==> src/char_lcd_nibble_writer_core_macros.svh <==
// Assertion macros for the character LCD nibble writer.
// Expects signals named clk and rst_n in the scope of each use.
`ifndef CHAR_LCD_NIBBLE_WRITER_CORE_MACROS_SVH
`define CHAR_LCD_NIBBLE_WRITER_CORE_MACROS_SVH

// Same-cycle implication, checked outside reset.
`define CLNW_ASSERT_NOW(lbl, ante, cons) \
  lbl: assert property (@(posedge clk) disable iff (!rst_n) (ante) |-> (cons)) \
    else $error("clnw same-cycle check failed");

// Next-cycle implication, checked outside reset.
`define CLNW_ASSERT_NEXT(lbl, ante, cons) \
  lbl: assert property (@(posedge clk) disable iff (!rst_n) (ante) |=> (cons)) \
    else $error("clnw next-cycle check failed");

`endif

==> src/clnw_pkg.sv <==
// Shared types, codes and sequence tables for the LCD nibble writer.
// No dependencies.
`default_nettype none
package clnw_pkg;

  localparam logic [1:0] ACT_INIT = 2'd0;
  localparam logic [1:0] ACT_CMD  = 2'd1;
  localparam logic [1:0] ACT_DATA = 2'd2;

  localparam logic [7:0]  CMD_CLEAR     = 8'h01;
  localparam logic [13:0] CLEAR_GAP_US  = 14'd10000;
  localparam logic [13:0] NORMAL_GAP_US = 14'd50;
  localparam logic [13:0] INNER_GAP_US  = 14'd10;

  localparam int          INIT_LEN  = 14;
  localparam logic [3:0]  INIT_LAST = 4'(INIT_LEN - 1);

  typedef struct packed {
    logic [1:0] action;
    logic [7:0] byte_value;
  } lcd_in_t;

  typedef struct packed {
    logic        reg_select;
    logic [3:0]  nibble;
    logic [13:0] wait_before_us;
    logic        last;
  } lcd_out_t;

  // Classified job handed from front to back
  typedef struct packed {
    logic        is_init;
    logic        reg_select;
    logic [7:0]  byte_value;
    logic [13:0] first_wait;
  } job_t;

  function automatic logic [3:0] init_nibble(input logic [3:0] idx);
    logic [3:0] n;
    case (idx)
      4'd0, 4'd1, 4'd2: n = 4'h3;
      4'd3, 4'd4:       n = 4'h2;
      4'd5:             n = 4'hC;
      4'd7:             n = 4'h8;
      4'd9:             n = 4'h1;
      4'd11:            n = 4'h6;
      4'd13:            n = 4'hD;
      default:          n = 4'h0;
    endcase
    return n;
  endfunction

  function automatic logic [13:0] init_wait(input logic [3:0] idx);
    logic [13:0] w;
    case (idx)
      4'd0:                          w = 14'd15000;
      4'd1:                          w = 14'd5000;
      4'd2:                          w = 14'd200;
      4'd3:                          w = 14'd50;
      4'd4:                          w = 14'd0;
      4'd6, 4'd8, 4'd10, 4'd12:      w = 14'd10000;
      4'd5, 4'd7, 4'd9, 4'd11, 4'd13: w = 14'd10;
      default:                       w = 14'd0;
    endcase
    return w;
  endfunction

endpackage
`default_nettype wire

==> src/char_lcd_nibble_writer_core.sv <==
// Character LCD 4-bit nibble writer, top level.
// An accepted word passes through a queue slot, the job register and the output register before
// its first nibble word is valid at the output. A byte gives two nibble words, an init request
// fourteen; the back end emits one per cycle while out_ready does not stall it, after fetching each job.
// A two-entry queue lets input words be taken while the back end is busy.
// Reset (synchronous, active low) clears the owed gap, the queue and the back end.
`default_nettype none
module char_lcd_nibble_writer_core import clnw_pkg::*; (
  input  wire logic    clk,
  input  wire logic    rst_n,
  input  wire logic    in_valid,
  output logic         in_ready,
  input  wire lcd_in_t in_data,
  output logic         out_valid,
  input  wire logic    out_ready,
  output lcd_out_t     out_data
);

  logic q_push, q_full, q_pop, q_empty;
  job_t push_job, pop_job;

  clnw_front u_front (
    .clk      (clk),
    .rst_n    (rst_n),
    .in_valid (in_valid),
    .in_ready (in_ready),
    .in_data  (in_data),
    .q_full   (q_full),
    .q_push   (q_push),
    .q_job    (push_job)
  );

  clnw_queue u_queue (
    .clk    (clk),
    .rst_n  (rst_n),
    .push   (q_push),
    .wr_job (push_job),
    .full   (q_full),
    .pop    (q_pop),
    .empty  (q_empty),
    .rd_job (pop_job)
  );

  clnw_back u_back (
    .clk       (clk),
    .rst_n     (rst_n),
    .q_empty   (q_empty),
    .q_job     (pop_job),
    .q_pop     (q_pop),
    .out_valid (out_valid),
    .out_ready (out_ready),
    .out_data  (out_data)
  );

endmodule
`default_nettype wire

==> src/clnw_front.sv <==
// Front end: accepts input words, drops unused codes, tracks the owed gap.
// Depends on clnw_pkg.
`default_nettype none
module clnw_front import clnw_pkg::*; (
  input  wire logic    clk,
  input  wire logic    rst_n,
  input  wire logic    in_valid,
  output logic         in_ready,
  input  wire lcd_in_t in_data,
  input  wire logic    q_full,
  output logic         q_push,
  output job_t         q_job
);

  logic [13:0] owed_gap_r, owed_gap_nxt;
  logic        accept;

  assign in_ready = !q_full;
  assign accept   = in_valid && in_ready;

  always_comb begin
    q_push       = 1'b0;
    owed_gap_nxt = owed_gap_r;
    q_job.is_init    = (in_data.action == ACT_INIT);
    q_job.reg_select = (in_data.action == ACT_DATA);
    q_job.byte_value = in_data.byte_value;
    q_job.first_wait = owed_gap_r;
    if (accept) begin
      case (in_data.action)
        ACT_INIT: begin
          q_push       = 1'b1;
          owed_gap_nxt = NORMAL_GAP_US;
        end
        ACT_CMD: begin
          q_push       = 1'b1;
          owed_gap_nxt = (in_data.byte_value == CMD_CLEAR) ? CLEAR_GAP_US : NORMAL_GAP_US;
        end
        ACT_DATA: begin
          q_push       = 1'b1;
          owed_gap_nxt = NORMAL_GAP_US;
        end
        default: begin
          // drop unused code
          q_push = 1'b0;
        end
      endcase
    end
  end

  always_ff @(posedge clk) begin
    if (!rst_n) begin
      owed_gap_r <= '0;
    end else begin
      owed_gap_r <= owed_gap_nxt;
    end
  end

endmodule
`default_nettype wire

==> src/clnw_queue.sv <==
// Two-entry job queue between front and back ends.
// Depends on clnw_pkg.
`default_nettype none
module clnw_queue import clnw_pkg::*; (
  input  wire logic clk,
  input  wire logic rst_n,
  input  wire logic push,
  input  wire job_t wr_job,
  output logic      full,
  input  wire logic pop,
  output logic      empty,
  output job_t      rd_job
);

  job_t       slot_r [2];
  logic       wr_ptr_r, rd_ptr_r;
  logic [1:0] count_r, count_nxt;
  logic       do_push, do_pop;

  assign full    = (count_r == 2'd2);
  assign empty   = (count_r == 2'd0);
  assign do_push = push && !full;
  assign do_pop  = pop && !empty;
  assign rd_job  = slot_r[rd_ptr_r];

  always_comb begin
    count_nxt = count_r;
    case ({do_push, do_pop})
      2'b10:   count_nxt = count_r + 2'd1;
      2'b01:   count_nxt = count_r - 2'd1;
      default: count_nxt = count_r;
    endcase
  end

  always_ff @(posedge clk) begin
    if (!rst_n) begin
      wr_ptr_r <= 1'b0;
      rd_ptr_r <= 1'b0;
      count_r  <= 2'd0;
    end else begin
      if (do_push) wr_ptr_r <= !wr_ptr_r;
      if (do_pop)  rd_ptr_r <= !rd_ptr_r;
      count_r <= count_nxt;
    end
  end

  always_ff @(posedge clk) begin
    if (do_push) slot_r[wr_ptr_r] <= wr_job;
  end

endmodule
`default_nettype wire

==> src/clnw_back.sv <==
// Back end: steps through each job and emits one nibble word per cycle while out_ready does not stall it.
// Depends on clnw_pkg and the assertion macros header.
`default_nettype none
`include "char_lcd_nibble_writer_core_macros.svh"
module clnw_back import clnw_pkg::*; (
  input  wire logic clk,
  input  wire logic rst_n,
  input  wire logic q_empty,
  input  wire job_t q_job,
  output logic      q_pop,
  output logic      out_valid,
  input  wire logic out_ready,
  output lcd_out_t  out_data
);

  logic       busy_r, busy_nxt;
  logic [3:0] step_r, step_nxt;
  job_t       job_r;
  lcd_out_t   out_r, gen;
  logic       out_valid_r, out_valid_nxt;
  logic       load;

  assign out_valid = out_valid_r;
  assign out_data  = out_r;
  assign load      = busy_r && (!out_valid_r || out_ready);
  assign q_pop     = !busy_r && !q_empty;

  always_comb begin
    if (job_r.is_init) begin
      gen.reg_select     = 1'b0;
      gen.nibble         = init_nibble(step_r);
      gen.wait_before_us = init_wait(step_r);
      gen.last           = (step_r == INIT_LAST);
    end else begin
      gen.reg_select     = job_r.reg_select;
      gen.nibble         = step_r[0] ? job_r.byte_value[3:0] : job_r.byte_value[7:4];
      gen.wait_before_us = step_r[0] ? INNER_GAP_US : job_r.first_wait;
      gen.last           = step_r[0];
    end
  end

  always_comb begin
    busy_nxt      = busy_r;
    step_nxt      = step_r;
    out_valid_nxt = out_valid_r;
    if (out_ready) out_valid_nxt = 1'b0;
    if (q_pop) begin
      busy_nxt = 1'b1;
      step_nxt = '0;
    end else if (load) begin
      out_valid_nxt = 1'b1;
      if (gen.last) begin
        busy_nxt = 1'b0;
        step_nxt = '0;
      end else begin
        step_nxt = step_r + 4'd1;
      end
    end
  end

  always_ff @(posedge clk) begin
    if (!rst_n) begin
      busy_r      <= 1'b0;
      step_r      <= '0;
      out_valid_r <= 1'b0;
    end else begin
      busy_r      <= busy_nxt;
      step_r      <= step_nxt;
      out_valid_r <= out_valid_nxt;
    end
  end

  always_ff @(posedge clk) begin
    if (q_pop) job_r <= q_job;
    if (load)  out_r <= gen;
  end

  `CLNW_ASSERT_NOW(a_init_step_range, busy_r && job_r.is_init, step_r <= INIT_LAST)
  `CLNW_ASSERT_NOW(a_byte_step_range, busy_r && !job_r.is_init, step_r <= 4'd1)
  `CLNW_ASSERT_NEXT(a_last_ends_job, load && gen.last, !busy_r)
  `CLNW_ASSERT_NEXT(a_pop_starts_at_zero, q_pop, busy_r && (step_r == 4'd0))

endmodule
`default_nettype wire
==> config.mk <==
export PLATFORM = sky130hd
export DESIGN_NAME = char_lcd_nibble_writer_core
export DESIGN_NICKNAME = d
export VERILOG_FILES = /design/src/clnw_pkg.sv /design/src/char_lcd_nibble_writer_core.sv /design/src/clnw_front.sv /design/src/clnw_queue.sv /design/src/clnw_back.sv
export VERILOG_INCLUDE_DIRS = /design/src /design/src/src
export SDC_FILE = /design/constraint.sdc
export NUM_CORES = 1
export LEC_CHECK = 0
export ABC_AREA = 1
export BUFFER_PORTS_ARGS = -buffer_cell sky130_fd_sc_hd__buf_2
export CORE_UTILIZATION = 37
export CTS_CLUSTER_DIAMETER = 60
export DETAILED_ROUTE_END_ITERATION = 8
export PLACE_DENSITY = 0.61
export SLEW_MARGIN = 10
export SYNTH_ARGS = -nofsm -noshare
export SYNTH_HDL_FRONTEND = slang
export SYNTH_SLANG_ARGS = --single-unit
==> constraint.sdc <==
create_clock -name clk -period 2.9 [get_ports clk]
set_clock_uncertainty 0.15 [all_clocks]
set_input_delay 0.145 -clock clk [delete_from_list [all_inputs] [get_ports clk]]
set_output_delay 0.145 -clock clk [all_outputs]
set_load 0.1 [all_outputs]
==> run metrics <==
largest area contributor in the netlist=edfxtp_1; main flop type after synthesis=edfxtp_1; M1 WL=roughly 2700 µm; Area Overhead vs Synth=18.3%; Worst-Margin Slew=between 0.5 and 0.6 ns; Seq cells post-synth=86; RSZ-0062 raised after global routing=false; Initial Util=roughly two fifths; Sw Pwr=0.00189 W; largest cells by area after synthesis=edfxtp_1, dfxtp_1, nand2_1, inv_1, ha_1; DRC viols=0; sequential power share=42.8%; post_cts resized=0; Sw Share=44.4%; total I/O pin count=36; largest net degree at the start of global routing=21; Slew HR=64.0%; most numerous cell in the Yosys netlist=nand2_1; DIE HEIGHT=slightly below 100 µm; Critical Path RT=3.01 ns; antenna-violating nets left=0; leak pwr=approximately 1.8 nW; final setup fails=0; Vias=between 2000 and 2500; max cap viols=0; CTS Sinks=86; post-synth cell types=29; core area=around 8900 µm²; top cells by count, synth=nand2_1, edfxtp_1, dfxtp_1; TritonCTS clock tree=built; Max stage delay on crit path=0.48 ns; Num CTS Buffers=9; nets=approximately 400; worst vdd ir=0.000461 V; Seq/Total Area, Yosys=between 60% and 70%; diode count=0; HP Class=input pin to flip-flop; worst-case clock buffer depth=2; top cell family by delay on the critical path=simple AND/OR/NAND/NOR gates; initial antenna violation count=0; Crit-path slowest cell=dfxtp_1; DR iter-0 viols=57; Final Util=a little under half; Comb power frac=38.0%; internal power=~0.0024 W; global-route wire length before repair=about 9900 µm; CP Max Fanout=8; top sig layer=met4; setup TNS=0 ns; WL final=5720 µm; Initial DRT Pass Iterations=5; # rows=34; metal2 WL=2750 µm; post-layout min period=2.23 ns; crit end category=flip-flop; Max H-tree Level=3; worst path buffer plus inverter count=1; RePlAce Congestion=0.897; cts hold-fix bufs=13; status=finished clean; Yosys top cell area share=approximately half; Clk pwr share=a little under a fifth; DIE AREA=just under 10000 µm²; Critical Path Source Type=flip-flop; Post-Syn Instances=around 320; asr flop ratio synth=0%; crit path DAT=2.34 ns; input/output buffers=33; P per Cell Area=approximately 1000 nW/µm²; Max Clock Freq=448 MHz; chain of cells forming the critical path=ha_1, nand2_1, o21ai_4, nand2_2, nand3_1, inv_1, ha_1, nand3_1, nand2_1, nand2_1, nand2_1; Mean Syn Cell Area=about 11 µm²; GRT Util Overall=13.3%; critical path type=flip-flop to flip-flop; final hold viol count=0; Reg clk slew, reported paths=roughly 0.09 ns; routed len/inst=11.6 µm; post-DP HPWL=4000 µm; Die Width=98.8 µm; most used cell, CP=nand2_1; Tcrit/Tclk final=between 70% and 80%; Post-Syn Area=about 3500 µm²; CTS root buffer=clkbuf_8; Post-synth EDFFs=57; Yosys Warn Count=0; share of cells above drive strength 1=19.7%; Worst-Skew Late Latency=0.36 ns; vias in the first global route=around 2100; met3 routed WL=roughly 210 µm; GR Overflow Total=0; Post-CTS Setup Inserts=0; via/cell ratio=around 4.5; Max Slew Vio Count=0; post-layout power=0.00427 W
-- power groups by stage --
| stage | sequential [W] | clock [W] | combinational [W] |
|---|---|---|---|
| after floorplan | 0.00248 | 0 | 0.000686 |
| after global placement | 0.00185 | 0 | 0.00160 |
| after detailed placement | 0.00186 | 0 | 0.00162 |
| after CTS | 0.00183 | 0.000843 | 0.00164 |
| after global routing | 0.00186 | 0.000890 | 0.00177 |
| final | 0.00183 | 0.000821 | 0.00162 |
-- final cells by class --
type	instances	area (µm²)
Clock buffer	9	124
Clock inverter	7	71.3
Tap cell	108	135
Timing Repair Buffer	51	333
Fill cell	834	4790
Multi-Input combinational cell	200	1020
Sequential cell	86	2290
Inverter	32	120
-- cell families (layout without fill, tap and decap cells) --
logic type      count (synthesis)  after routing  share of synthesized area, %
fa+ha+maj                       8              8                          2.89
xor+xnor                        2              2                         0.722
buf+inv                        38             99                          4.44
flops                          86             86                          66.2
other cells                     1              2                         0.108
compound gates                 22             22                          4.48
simple gates                  166            166                          21.2
-- layer usage --
metal | vias to the layer above | GRT usage [%]
met5 | - | 0
met1 | 1012 | 15.9
li1 | 1160 | -
met4 | 0 | 5.40
met3 | 9 | 4.82
met2 | 49 | 21.7
-- final timing paths --
check | from | end | slack, ns | cells past startpoint
max | u_back.step_r[0]$_SDFFE_PP0N_ | flip-flop | 0.67 | 11
min | in_valid | u_front.owed_gap_r[4]$_SDFFE_PN0P_ | 0.02 | 3
max reg2reg | u_back.step_r[0]$_SDFFE_PP0N_ | flip-flop | 0.67 | 11
min reg2reg | u_front.owed_gap_r[5]$_SDFFE_PN0P_ | u_queue.slot_r[0][5]$_DFFE_PP_ | 0.32 | 0
-- worst reg2reg max path, delay by kind of cell, from the launching register on --
family	cells	cell delay, ns
and+or+nand+nor	7	0.74
buffers and inverters	1	0.15
adders and majority gates	2	0.43
DFF	1	0.48
AOI/OAI and AO/OA	1	0.19
-- metrics by stage --
stage,instances,hold slack (ns),setup slack [ns],cell area (µm²)
after floorplan,324,0.0939,0.113,3470
after global placement,464,0.194,0.774,3770
after detailed placement,464,0.197,0.678,3770
after CTS,493,0.00828,0.652,4100
after global routing,493,0.0172,0.456,4100
final,493,0.0177,0.667,4100
-- cells in the final DEF, fill, tap and decap left out, types with 8 or more instances in the layout --
master and n:
dfxtp_1 29, a21oi_1 9, clkbuf_8 9, nand3_1 16, buf_2 33, inv_1 28, edfxtp_1 57, nand2_1 114
nor2_1 18, dlygate4sd3_1 13, ha_1 8
Power figures use the tool's default switching activity.
